[src/rtl/core/rbhd_pkg.sv]
`timescale 1ns / 1ps

package rbhd_pkg;

  // Fixed field widths
  localparam int BW_W       = 4;   // bit_width register
  localparam int CFG_DATA_W = 32;  // configuration data bus
  localparam int HDR_W      = 32;  // run header accumulator
  localparam int RUN_W      = 31;  // header >> 1
  localparam int PBL_W      = 35;  // packed bytes left: RUN_W x BW_W
  localparam int HSHIFT_W   = 3;   // header byte counter, saturates at HDR_MAX_BYTES
  localparam logic [HSHIFT_W-1:0] HDR_MAX_BYTES = 3'd5;

  // Command queue between front and back
  localparam int QUEUE_DEPTH = 4;
  localparam int QPTR_W      = 2;
  localparam int QCNT_W      = 3;

  // Register indexes
  localparam logic REG_BIT_WIDTH   = 1'b0;
  localparam logic REG_VALUE_COUNT = 1'b1;

  typedef enum logic [1:0] {
    PH_HEADER,
    PH_RLE,
    PH_PACKED
  } phase_t;

  typedef enum logic [1:0] {
    CMD_HEADER,
    CMD_RLE,
    CMD_PACKED
  } cmd_kind_t;

  // One classified byte handed from front to back
  typedef struct packed {
    cmd_kind_t        kind;
    logic [7:0]       data;
    logic [RUN_W-1:0] run;
    logic             end_run;
    logic             last;
  } cmd_t;

  // Configuration write events seen by the back end
  typedef struct packed {
    logic bw_wr;
    logic vc_wr;
  } cfg_evt_t;

endpackage

[src/rtl/core/rbhd_front.sv]
`timescale 1ns / 1ps

module rbhd_front (
  input  logic                    clk,
  input  logic                    rst,
  input  logic                    in_valid,
  output logic                    in_ready,
  input  logic [7:0]              data_byte,
  input  logic                    last_byte,
  input  logic [rbhd_pkg::BW_W-1:0] eff_w,
  input  logic                    q_full,
  output logic                    push,
  output rbhd_pkg::cmd_t          cmd
);

  rbhd_pkg::phase_t                  phase, phase_next;
  logic [rbhd_pkg::HDR_W-1:0]        header_accum, header_accum_next;
  logic [rbhd_pkg::HSHIFT_W-1:0]     header_shift, header_shift_next;
  logic [rbhd_pkg::PBL_W-1:0]        packed_bytes_left, packed_bytes_left_next;

  logic [rbhd_pkg::HDR_W-1:0] part;
  logic [rbhd_pkg::HDR_W-1:0] acc_new;
  logic [rbhd_pkg::PBL_W-1:0] pbl_dec;
  logic [rbhd_pkg::PBL_W-1:0] pbl_new;
  logic                       accept;

  assign in_ready = !q_full;
  assign accept   = in_valid && in_ready;
  assign push     = accept;

  // Place the 7 payload bits of a header byte
  always_comb begin
    case (header_shift)
      3'd0:    part = rbhd_pkg::HDR_W'(data_byte[6:0]);
      3'd1:    part = rbhd_pkg::HDR_W'(data_byte[6:0]) << 7;
      3'd2:    part = rbhd_pkg::HDR_W'(data_byte[6:0]) << 14;
      3'd3:    part = rbhd_pkg::HDR_W'(data_byte[6:0]) << 21;
      3'd4:    part = rbhd_pkg::HDR_W'(data_byte[6:0]) << 28;
      default: part = '0;
    endcase
  end

  assign acc_new = header_accum | part;
  assign pbl_new = rbhd_pkg::PBL_W'(acc_new[rbhd_pkg::HDR_W-1:1]) *
                   rbhd_pkg::PBL_W'(eff_w);
  assign pbl_dec = (packed_bytes_left != '0) ? packed_bytes_left - 1'b1
                                             : packed_bytes_left;

  // Next state of the run parser
  always_comb begin
    phase_next             = phase;
    header_accum_next      = header_accum;
    header_shift_next      = header_shift;
    packed_bytes_left_next = packed_bytes_left;
    if (accept) begin
      case (phase)
        rbhd_pkg::PH_RLE: begin
          header_accum_next = '0;
          phase_next        = rbhd_pkg::PH_HEADER;
        end
        rbhd_pkg::PH_PACKED: begin
          packed_bytes_left_next = pbl_dec;
          if (pbl_dec == '0) phase_next = rbhd_pkg::PH_HEADER;
        end
        default: begin
          if (header_shift < rbhd_pkg::HDR_MAX_BYTES) begin
            header_accum_next = acc_new;
            header_shift_next = header_shift + 1'b1;
          end
          if (!data_byte[7]) begin
            header_shift_next = '0;
            if (acc_new[0]) begin
              header_accum_next      = '0;
              packed_bytes_left_next = pbl_new;
              phase_next = (pbl_new != '0) ? rbhd_pkg::PH_PACKED : rbhd_pkg::PH_HEADER;
            end else begin
              header_accum_next = acc_new;
              phase_next        = rbhd_pkg::PH_RLE;
            end
          end
        end
      endcase
      // Re-arm for the next page
      if (last_byte) begin
        phase_next             = rbhd_pkg::PH_HEADER;
        header_accum_next      = '0;
        header_shift_next      = '0;
        packed_bytes_left_next = '0;
      end
    end
  end

  // Classify the byte for the back end
  always_comb begin
    cmd.data    = data_byte;
    cmd.last    = last_byte;
    cmd.run     = header_accum[rbhd_pkg::HDR_W-1:1];
    cmd.end_run = 1'b0;
    case (phase)
      rbhd_pkg::PH_RLE:    cmd.kind = rbhd_pkg::CMD_RLE;
      rbhd_pkg::PH_PACKED: begin
        cmd.kind    = rbhd_pkg::CMD_PACKED;
        cmd.end_run = (pbl_dec == '0);
      end
      default:             cmd.kind = rbhd_pkg::CMD_HEADER;
    endcase
  end

  always_ff @(posedge clk) begin
    if (rst) begin
      phase             <= rbhd_pkg::PH_HEADER;
      header_accum      <= '0;
      header_shift      <= '0;
      packed_bytes_left <= '0;
    end else begin
      phase             <= phase_next;
      header_accum      <= header_accum_next;
      header_shift      <= header_shift_next;
      packed_bytes_left <= packed_bytes_left_next;
    end
  end

endmodule

[src/rtl/core/rbhd_cmd_fifo.sv]
`timescale 1ns / 1ps

module rbhd_cmd_fifo (
  input  logic           clk,
  input  logic           rst,
  input  logic           push,
  input  rbhd_pkg::cmd_t wr_cmd,
  output logic           full,
  input  logic           pop,
  output logic           rd_valid,
  output rbhd_pkg::cmd_t rd_cmd
);

  rbhd_pkg::cmd_t                entries [rbhd_pkg::QUEUE_DEPTH];
  logic [rbhd_pkg::QPTR_W-1:0]   wr_ptr;
  logic [rbhd_pkg::QPTR_W-1:0]   rd_ptr;
  logic [rbhd_pkg::QCNT_W-1:0]   count;
  logic                          do_push;
  logic                          do_pop;

  assign full     = (count == rbhd_pkg::QCNT_W'(rbhd_pkg::QUEUE_DEPTH));
  assign rd_valid = (count != '0);
  assign rd_cmd   = entries[rd_ptr];
  assign do_push  = push && !full;
  assign do_pop   = pop && rd_valid;

  // Store the transaction at the tail
  always_ff @(posedge clk) begin
    if (do_push) entries[wr_ptr] <= wr_cmd;
  end

  // Advance pointers and occupancy
  always_ff @(posedge clk) begin
    if (rst) begin
      wr_ptr <= '0;
      rd_ptr <= '0;
      count  <= '0;
    end else begin
      if (do_push) wr_ptr <= wr_ptr + 1'b1;
      if (do_pop)  rd_ptr <= rd_ptr + 1'b1;
      case ({do_push, do_pop})
        2'b10:   count <= count + 1'b1;
        2'b01:   count <= count - 1'b1;
        default: count <= count;
      endcase
    end
  end

endmodule

[src/rtl/core/rbhd_back.sv]
`timescale 1ns / 1ps

module rbhd_back #(
  parameter int MAX_VALUE_WIDTH = 8,
  parameter int COUNT_BITS      = 32
) (
  input  logic                        clk,
  input  logic                        rst,
  input  logic                        q_valid,
  input  rbhd_pkg::cmd_t              q_cmd,
  output logic                        q_pop,
  input  logic [rbhd_pkg::BW_W-1:0]   eff_w,
  input  logic [COUNT_BITS-1:0]       value_count,
  input  rbhd_pkg::cfg_evt_t          cfg_evt,
  input  logic [COUNT_BITS-1:0]       vc_data,
  output logic                        out_valid,
  input  logic                        out_ready,
  output logic [7:0]                  value,
  output logic [COUNT_BITS-1:0]       repeat_res,
  output logic                        final_value
);

  localparam int BUF_W  = MAX_VALUE_WIDTH + 7;
  localparam int HELD_W = $clog2(BUF_W + 1);

  logic                  busy;
  logic                  last_r;
  logic                  end_r;
  logic [BUF_W-1:0]      bit_buffer;
  logic [HELD_W-1:0]     bits_held;
  logic [COUNT_BITS-1:0] values_left;

  logic                  src_packed;
  logic                  active;
  logic [BUF_W-1:0]      src_buf;
  logic [HELD_W-1:0]     src_held;
  logic [BUF_W-1:0]      rest_buf;
  logic [HELD_W-1:0]     rest_held;
  logic [7:0]            mask8;
  logic [31:0]           run32;
  logic [31:0]           vl32;
  logic [31:0]           rep32;
  logic                  need;
  logic                  slot_free;
  logic                  step;
  logic                  emit;
  logic [7:0]            res_val;
  logic [COUNT_BITS-1:0] res_rep;
  logic [COUNT_BITS-1:0] vl_dec;
  logic                  byte_done;
  logic                  cur_last;
  logic                  cur_end;

  assign slot_free = !out_valid || out_ready;
  assign active    = busy || q_valid;
  assign src_packed = busy || (q_valid && (q_cmd.kind == rbhd_pkg::CMD_PACKED));

  // Merge a fresh packed byte above the leftover bits
  assign src_buf  = busy ? bit_buffer
                         : (bit_buffer | (BUF_W'(q_cmd.data) << bits_held));
  assign src_held = busy ? bits_held : bits_held + HELD_W'(8);
  assign mask8    = 8'((9'd1 << eff_w) - 9'd1);
  assign rest_buf  = src_buf >> eff_w;
  assign rest_held = src_held - HELD_W'(eff_w);
  assign byte_done = !src_packed || (8'(rest_held) < 8'(eff_w));
  assign cur_last  = busy ? last_r : q_cmd.last;
  assign cur_end   = busy ? end_r : q_cmd.end_run;

  // Clip the run to what is left of the page
  assign run32 = {1'b0, q_cmd.run};
  assign vl32  = 32'(values_left);
  assign rep32 = (run32 < vl32) ? run32 : vl32;

  // Pick the result and decide whether an output slot is needed
  always_comb begin
    if (src_packed) begin
      need    = (values_left != '0);
      res_val = src_buf[7:0] & mask8;
      res_rep = COUNT_BITS'(1);
    end else if (q_cmd.kind == rbhd_pkg::CMD_RLE) begin
      need    = (rep32 != '0);
      res_val = q_cmd.data;
      res_rep = COUNT_BITS'(rep32);
    end else begin
      need    = 1'b0;
      res_val = q_cmd.data;
      res_rep = '0;
    end
  end

  assign step   = active && (!need || slot_free);
  assign emit   = step && need;
  assign q_pop  = step && !busy;
  assign vl_dec = values_left - res_rep;

  // Output register: hold until taken
  always_ff @(posedge clk) begin
    if (rst) begin
      out_valid <= 1'b0;
    end else if (emit) begin
      out_valid <= 1'b1;
    end else if (out_ready) begin
      out_valid <= 1'b0;
    end
  end

  always_ff @(posedge clk) begin
    if (emit) begin
      value       <= res_val;
      repeat_res  <= res_rep;
      final_value <= (vl_dec == '0);
    end
  end

  // One value per cycle if unstalled; the user keeps config writes to idle
  always_ff @(posedge clk) begin
    if (rst) begin
      busy        <= 1'b0;
      last_r      <= 1'b0;
      end_r       <= 1'b0;
      bit_buffer  <= '0;
      bits_held   <= '0;
      values_left <= COUNT_BITS'(1);
    end else begin
      if (step && src_packed) begin
        if (!byte_done) begin
          busy   <= 1'b1;
          last_r <= cur_last;
          end_r  <= cur_end;
        end else begin
          busy <= 1'b0;
        end
      end
      // Drop collected bits on a width write or at the end of a run or page
      if (cfg_evt.bw_wr) begin
        bit_buffer <= '0;
        bits_held  <= '0;
      end else if (step && src_packed) begin
        if (byte_done && (cur_end || cur_last)) begin
          bit_buffer <= '0;
          bits_held  <= '0;
        end else begin
          bit_buffer <= rest_buf;
          bits_held  <= rest_held;
        end
      end
      // Reload the count on a write or after the last byte of a page
      if (cfg_evt.vc_wr) begin
        values_left <= vc_data;
      end else if (step && byte_done && cur_last) begin
        values_left <= value_count;
      end else if (emit) begin
        values_left <= vl_dec;
      end
    end
  end

endmodule

[src/rtl/core/rle_bitpack_hybrid_decoder_core.sv]
`timescale 1ns / 1ps
// Path: with the queue empty, an accepted byte is written into the command queue, and its
// first result is then registered in the output register and held there until taken.
// Throughput: one byte per cycle while results are taken, unless a packed byte completes
// several values (up to eight at width one); it holds the unpacker for each, given out or not.
// A four-entry command queue lets the byte parser run ahead of the unpacker.
// Reset: synchronous, active high; bit_width and value_count return to 1, no clearing pass.

module rle_bitpack_hybrid_decoder_core #(
  parameter int MAX_VALUE_WIDTH = 8,
  parameter int COUNT_BITS      = 32
) (
  input  logic                                clk,
  input  logic                                rst,
  input  logic                                in_valid,
  output logic                                in_ready,
  input  logic [7:0]                          data_byte,
  input  logic                                last_byte,
  output logic                                out_valid,
  input  logic                                out_ready,
  output logic [7:0]                          value,
  output logic [COUNT_BITS-1:0]               repeat_res,
  output logic                                final_value,
  input  logic                                cfg_we,
  input  logic                                cfg_index,
  input  logic [rbhd_pkg::CFG_DATA_W-1:0]     cfg_data
);

  logic [rbhd_pkg::BW_W-1:0] bit_width;
  logic [COUNT_BITS-1:0]     value_count;
  logic [rbhd_pkg::BW_W-1:0] eff_w;
  rbhd_pkg::cfg_evt_t        cfg_evt;

  logic                      push;
  logic                      q_full;
  logic                      q_pop;
  logic                      q_valid;
  rbhd_pkg::cmd_t            wr_cmd;
  rbhd_pkg::cmd_t            q_cmd;

  assign cfg_evt.bw_wr = cfg_we && (cfg_index == rbhd_pkg::REG_BIT_WIDTH);
  assign cfg_evt.vc_wr = cfg_we && (cfg_index == rbhd_pkg::REG_VALUE_COUNT);

  // Configuration registers
  always_ff @(posedge clk) begin
    if (rst) begin
      bit_width   <= rbhd_pkg::BW_W'(1);
      value_count <= COUNT_BITS'(1);
    end else begin
      if (cfg_evt.bw_wr) bit_width <= cfg_data[rbhd_pkg::BW_W-1:0];
      if (cfg_evt.vc_wr) value_count <= cfg_data[COUNT_BITS-1:0];
    end
  end

  // Clamp width: zero acts as one, large values saturate
  always_comb begin
    if (bit_width == '0) begin
      eff_w = rbhd_pkg::BW_W'(1);
    end else if (bit_width > rbhd_pkg::BW_W'(MAX_VALUE_WIDTH)) begin
      eff_w = rbhd_pkg::BW_W'(MAX_VALUE_WIDTH);
    end else begin
      eff_w = bit_width;
    end
  end

  rbhd_front u_front (
    .clk       (clk),
    .rst       (rst),
    .in_valid  (in_valid),
    .in_ready  (in_ready),
    .data_byte (data_byte),
    .last_byte (last_byte),
    .eff_w     (eff_w),
    .q_full    (q_full),
    .push      (push),
    .cmd       (wr_cmd)
  );

  rbhd_cmd_fifo u_fifo (
    .clk      (clk),
    .rst      (rst),
    .push     (push),
    .wr_cmd   (wr_cmd),
    .full     (q_full),
    .pop      (q_pop),
    .rd_valid (q_valid),
    .rd_cmd   (q_cmd)
  );

  rbhd_back #(
    .MAX_VALUE_WIDTH (MAX_VALUE_WIDTH),
    .COUNT_BITS      (COUNT_BITS)
  ) u_back (
    .clk         (clk),
    .rst         (rst),
    .q_valid     (q_valid),
    .q_cmd       (q_cmd),
    .q_pop       (q_pop),
    .eff_w       (eff_w),
    .value_count (value_count),
    .cfg_evt     (cfg_evt),
    .vc_data     (cfg_data[COUNT_BITS-1:0]),
    .out_valid   (out_valid),
    .out_ready   (out_ready),
    .value       (value),
    .repeat_res  (repeat_res),
    .final_value (final_value)
  );

endmodule

[config.mk]
export PLATFORM = sky130hd
export DESIGN_NAME = rle_bitpack_hybrid_decoder_core
export DESIGN_NICKNAME = d
export VERILOG_FILES = /design/src/rtl/core/rbhd_pkg.sv /design/src/rtl/core/rbhd_front.sv /design/src/rtl/core/rbhd_cmd_fifo.sv /design/src/rtl/core/rbhd_back.sv /design/src/rtl/core/rle_bitpack_hybrid_decoder_core.sv
export SDC_FILE = /design/constraint.sdc
export NUM_CORES = 1
export LEC_CHECK = 0
export ABC_AREA = 1
export ABC_CLOCK_PERIOD_IN_PS = 16500
export BUFFER_PORTS_ARGS = -buffer_cell sky130_fd_sc_hd__buf_2
export CAP_MARGIN = 10
export CORE_ASPECT_RATIO = 1.2
export CORE_MARGIN = 1.5
export CORE_UTILIZATION = 60
export DETAILED_ROUTE_END_ITERATION = 7
export PLACE_DENSITY = 0.81
export REMOVE_ABC_BUFFERS = 1
export SYNTH_ARGS = -nofsm -noshare
export SYNTH_HDL_FRONTEND = slang
export SYNTH_SLANG_ARGS = --single-unit
export TNS_END_PERCENT = 30
[constraint.sdc]
create_clock -name clk -period 16.5 [get_ports clk]
set_input_delay 4.125 -clock clk [delete_from_list [all_inputs] [get_ports clk]]
set_output_delay 4.125 -clock clk [all_outputs]
set_load 0.02 [all_outputs]
# Word-level counts from Yosys, hierarchy flattened
# Memory sizes are Yosys's and may differ from the RTL's. A register that Yosys moved wholly into a read port is not among the register bits.
# Cells that the tools add are included.
dict set report word_totals {
  memories 1
  ff_bits 211
  output_inout_bits 43
  ramBits 172
}
# name depth width rd rd_ports_with_merged_regs wr line
set mem_list {}
lappend mem_list {u_fifo.entries 4 43 1 1 1 rbhd_cmd_fifo.sv:14} ;# rbhd_pkg::cmd_t entries [rbhd_pkg::QUEUE_DEPTH];
dict set report classes {
  n_bitwise 5
  multipliers 1
  n_eq_ne 19
  addsub 10
  n_shift 3
  order_cmp 4
  muxes 48
  reduce_logical 44
}
# op n
set ops {}
lappend ops {{$mux 32} 10}
lappend ops {{$pmux 32 s5} 1}
lappend ops {{$mux 35} 4}
lappend ops {{$pmux 35 s2} 1}
lappend ops {{$reduce_bool 35->1} 2}
lappend ops {{$pmux 32 s2} 1}
lappend ops {{$reduce_bool 32->1} 2}
lappend ops {{$logic_not 35->1} 1}
lappend ops {{$mul 31x4->35} 1}
lappend ops {{$sub 35x1->35 const B} 1}
lappend ops {{$logic_not 32->1} 1}
lappend ops {{$lt 31x32->1} 1}
lappend ops {{$or 32x32->32} 1}
lappend ops {{$sub 32x32->32} 1}
lappend ops {{$mux 15} 2}
lappend ops {{$mux 4} 4}
lappend ops {{$or 15x15->15} 1}
lappend ops {{$shl 8x4->15} 1}
lappend ops {{$shr 15x4->15} 1}
lappend ops {{$mux 2} 7}
lappend ops {{$logic_and 1x1->1} 13}
lappend ops {{$mux 3} 4}
lappend ops {{$mux 1} 10}
lappend ops {{$reduce_and 3->1} 3}
lappend ops {{34 further kinds} 60}

# Logic depth before layout (Yosys ltp)
dict set report logic_depth {
  word_depth 12
  mapped_depth 46
  depth_no_buf 43
}

# Cells and area by module
# From an unflattened synthesis, not the netlist that was laid out.
dict set report unflattened {
  hier_cells 3677
  hier_area_um2 26823.2
}
# mod area_each_um2 cells_each instances
set modules_own_cells {}
lappend modules_own_cells {rbhd_front 9799.4 1698 1}
lappend modules_own_cells {rbhd_back 8844.7 1323 1}
lappend modules_own_cells {rbhd_cmd_fifo 6835.3 484 1}
lappend modules_own_cells {rle_bitpack_hybrid_decoder_core 1343.8 172 1}

# Worst setup path before layout
# OpenSTA, ideal clock, no wires.
dict set report synth_path {
  kind {input-to-reg}
  from {input port data_byte[2]}
  to {register u_front.phase[1]}
  path_buffers 0
  required_time_ns 16.372
  cell_stages 25
  path_slack_ns 8.377
  arrival_ns 7.996
  setup_ns 0.128
  path_cell_list {inv_1 > o21ai_0 > inv_1 > nor2_1 > fa_1 > inv_1 > fa_1 > inv_1 > ha_1 > a21oi_1 > nand2_1 > nand2_1 > nand2_1 > a21boi_0 > o21bai_1 > a21oi_1 > o21ai_0 > xor2_1 > or2_2 > nor4_1 > nand3_1 > nor2_1 > nor2_1 > nor2_1 > nor2_1}
}
dict set report synth_between {
  elab_chain_cells 9
}
# element line
set synth_lines {}
lappend synth_lines {{start: declaration} rle_bitpack_hybrid_decoder_core.sv:17} ;# input logic [7:0] data_byte,
lappend synth_lines {{$pmux 32 s5} rbhd_front.sv:33} ;# case (header_shift)
lappend synth_lines {{$or 32x32->32} rbhd_front.sv:43} ;# assign acc_new = header_accum | part;
lappend synth_lines {{$mul 31x4->35} rbhd_front.sv:44} ;# assign pbl_new = rbhd_pkg::PBL_W'(acc_new[rbhd_pkg::HDR_W-1:1]) *
lappend synth_lines {{$reduce_bool 35->1} rbhd_front.sv:75} ;# phase_next = (pbl_new != '0) ? rbhd_pkg::PH_PACKED : rbhd_pkg::PH_HEADER;
lappend synth_lines {{$mux 2} rbhd_front.sv:75}
lappend synth_lines {{$mux 2} rbhd_front.sv:72} ;# if (acc_new[0]) begin
lappend synth_lines {{$mux 2} rbhd_front.sv:70} ;# if (!data_byte[7]) begin
lappend synth_lines {{$pmux 2 s2} rbhd_front.sv:56} ;# case (phase)
lappend synth_lines {{$mux 2} rbhd_front.sv:84} ;# if (last_byte) begin
lappend synth_lines {{end signal: assignment} rbhd_front.sv:111} ;# phase <= rbhd_pkg::PH_HEADER;
lappend synth_lines {{end signal: assignment} rbhd_front.sv:116} ;# phase <= phase_next;
lappend synth_lines {{end: declaration} rbhd_front.sv:16} ;# rbhd_pkg::phase_t phase, phase_next;
# Every way passes these cells. The select of a mux whose other input is x is not followed.
# A chain may end at the register's enable or synchronous reset.

# Final worst setup path
# Same ends and word-level chain as after synthesis.

==> impl_metrics.yaml <==
worst_setup_path:
  critPathMaxStageDelay_ns: 0.54
  crit_type: "in -> reg"
  cp-end-kind: "flip-flop"
  crit_slowest_cell: "fa_1"
  path_delay_family: "compound AO/OA/AOI/OAI gates"
  crit_top_cell: "nor2_1"
  worst-path-buf-inv: 5
  arrival_ns: 8.95
  worst_ep_required_time_ns: 16.94
  startpoint_type: "input pin"
  cp_max_fo: 6
routing:
  drt_iter0_markers: 1806
  dr.pass1.iters: 6
  drcViolationCount: 0
  wl_per_cell_um: 19.2
  num_vias: 22400
  routed_wl_um: 72500
  ant_nets: 0
  viasPerCell: 5.91
cells_and_area:
  layout_commonest_cell: "nand2_1"
  layout-drive-gt1-share: 0.0666
  ff_latch_area_um2: 9840
  nets: 3441
  num_antenna_cells: 0
  finalNonFillerCells: 3783
  synthToLayoutAreaGrowth_pct: 8.99
  fillers: 3525
  multi_input_area_um2: 12800
  final_cell_mix: "nand2_1 (721), inv_1 (420), nor2_1 (306)"
die:
  die_w_um: 189
  core_um2: 40700
  ios: 90
  dieArea_um2: 42600
  die_h_um: 226
  num_rows: 81
  initial_core_util: 0.609
grt:
  grt_pass1_vias: 21400
  antenna_found_initial: 3
  grt_pass1_wl_um: 113000
  gr-total-overflow: 0
  grt_start_max_net_pins: 97
  gr-usage-all-layers: 0.339
power_and_ir_drop:
  switching_power_uw: 2840
  p_int_uw: 2910
  vdd_drop_max_uv: 150
  power.share.sequential: 0.226
  combPwrFrac: 0.604
  p_clk_frac: 0.171
  swShare: 0.494
  power_leakage_uw: 0.0119
  power_density_nw_per_um2: 213
logic_synthesis:
  synth_cells: 3184
  synth_edf_count: 213
  ys_seq_elements: 385
  synth-main-ff-cell: "edfxtp_1"
  yosysWarnings: 0
  syn_area_um2: 24800
  yosysUniqueCellTypes: 55
  yosysSeqAreaShare: 0.397
  async_flop_share: 0
  avgSynthCellArea_um2: 7.79
timing:
  rsz0062_at_grt: "no"
  fin_crit_ns: 8.51
  slew_viol_final: 0
  final.setup.tns_ns: 0
  tightest_slew_ns: 1.24
  skew_ns: 0.0310
  period_share: 0.516
  setup_viol: 0
  hold_viol_final: 0
  relSlewSlack: 0.172
  max_freq_mhz: 117
clock_tree:
  cts_max_path_buffers: 3
  cts_inserted_buffers: 41
  ctsRootBufferMaster: "clkbuf_16"
  clk_pin_slew_worst_paths_ns: 0.06
  cts_tree: "yes"
  cts.sinks: 385
  holdBufCountCts: 0
  post_cts_resize_count: 0
  cts.htree.levels: 2
  postCtsSetupBuffers: 0
  clk_latency_ns: 0.60
job:
  max-cap-violations: 0
placed_design:
  io_buffers: 89
  dpl.hpwl_um: 53100
  dp_cells: 3708
  gp_congestion: 1.02
min_path:
  min_path_type: "reg -> reg"
run_status:
  status: "completed"
==> power groups by stage <==
stage | Clock, uW | Sequential [uW] | Combinational, uW
2_1_floorplan | 0 | 1390 | 2350
3_3_place_gp | 0 | 1310 | 3340
3_5_place_dp | 0 | 1310 | 3390
4_1_cts | 990 | 1290 | 3410
5_1_grt | 1020 | 1310 | 3830
6_report | 982 | 1300 | 3470
==> metal layers <==
metal  routed length, um  track usage  part of all wire
met3                4930       0.0480             0.068
met5                  41            0           0.00057
met2               35300        0.587              0.49
met1               28400        0.412              0.39
met4                3830        0.177             0.053
==> sequential cells by signal, summed over array words and instances, names as in the netlist, named ones only <==
register / flops
u_fifo.entries: 172
u_front.packed_bytes_left: 35
u_back.repeat_res: 32
u_back.values_left: 32
u_front.header_accum: 32
value_count: 32
u_back.bit_buffer: 15
u_back.value: 8
bit_width: 4
u_back.bits_held: 4
u_fifo.count: 3
u_front.header_shift: 3
u_fifo.rd_ptr: 2
u_fifo.wr_ptr: 2
u_front.phase: 2
u_back.busy: 1
u_back.end_r: 1
u_back.final_value: 1
u_back.last_r: 1
u_back.out_valid: 1
==> Yosys cell counts, drive strengths merged, types with 25 or more instances <==
library cell / count / share of area
a211oi: 29 / 0.0088
a21boi: 34 / 0.010
a21oi: 288 / 0.058
a32oi: 29 / 0.010
buf: 46 / 0.010
clkbuf: 89 / 0.013
dfxtp: 172 / 0.14
edfxtp: 213 / 0.26
fa: 61 / 0.049
ha: 121 / 0.061
inv: 426 / 0.064
nand2: 725 / 0.11
nand3: 147 / 0.030
nand3b: 30 / 0.0091
nand4: 70 / 0.018
nor2: 310 / 0.047
nor3: 32 / 0.0065
o21ai: 152 / 0.031
xnor2: 25 / 0.0088
xor2: 65 / 0.023
==> path summary, 6_finish.rpt <==
check	start	end	slack, ns	depth (start not counted)
max	data_byte[2]	u_front.phase[1]	7.99	30
min	u_back.end_r	u_back.end_r	0.46	2
max reg2reg	flip-flop	u_back.final_value	8.02	33
min reg2reg	u_back.end_r	u_back.end_r	0.46	2
==> tightest hold or removal path, delay by kind of cell, from the launching register on <==
family          cells  cell delay, ns
compound gates      1            0.06
buf+inv             1            0.06
flops               1            0.29
==> through the flow <==
step	hold slack, ns	area, um2	worst slack, ns	total power [uW]	util
after CTS	0.457	27000	8.06	5700	0.664
after floorplan	0.426	24200	8.05	3740	-
final	0.459	27000	7.99	5750	0.664
after global placement	0.436	25600	7.50	4650	0.629
after detailed placement	0.449	25600	7.49	4710	0.629
after global routing	0.485	27000	7.48	6160	0.664
==> cell type report <==
| class | count | share of cell area |
|---|---|---|
| inverter | 432 | 0.0600 |
| clock inverter | 29 | 0.0138 |
| timing repair buffer | 120 | 0.0251 |
| tap | 539 | 0.0249 |
| sequential | 385 | 0.364 |
| clock buffer | 46 | 0.0386 |
| multi-input combinational | 2232 | 0.474 |
==> cells by family (layout without fill, tap and decap cells) <==
group,count (synthesis),count (layout),synth area share
AND/OR/NAND/NOR,1338,1338,0.227
AO/OA/AOI/OAI,615,615,0.143
buffers and inverters,567,627,0.0889
flip-flops,385,385,0.397
adder cells (fa/ha/maj),182,182,0.110
XOR/XNOR,90,90,0.0318
multiplexers,5,5,0.00202
other,2,2,0.000303
Power figures use the tool's default switching activity.
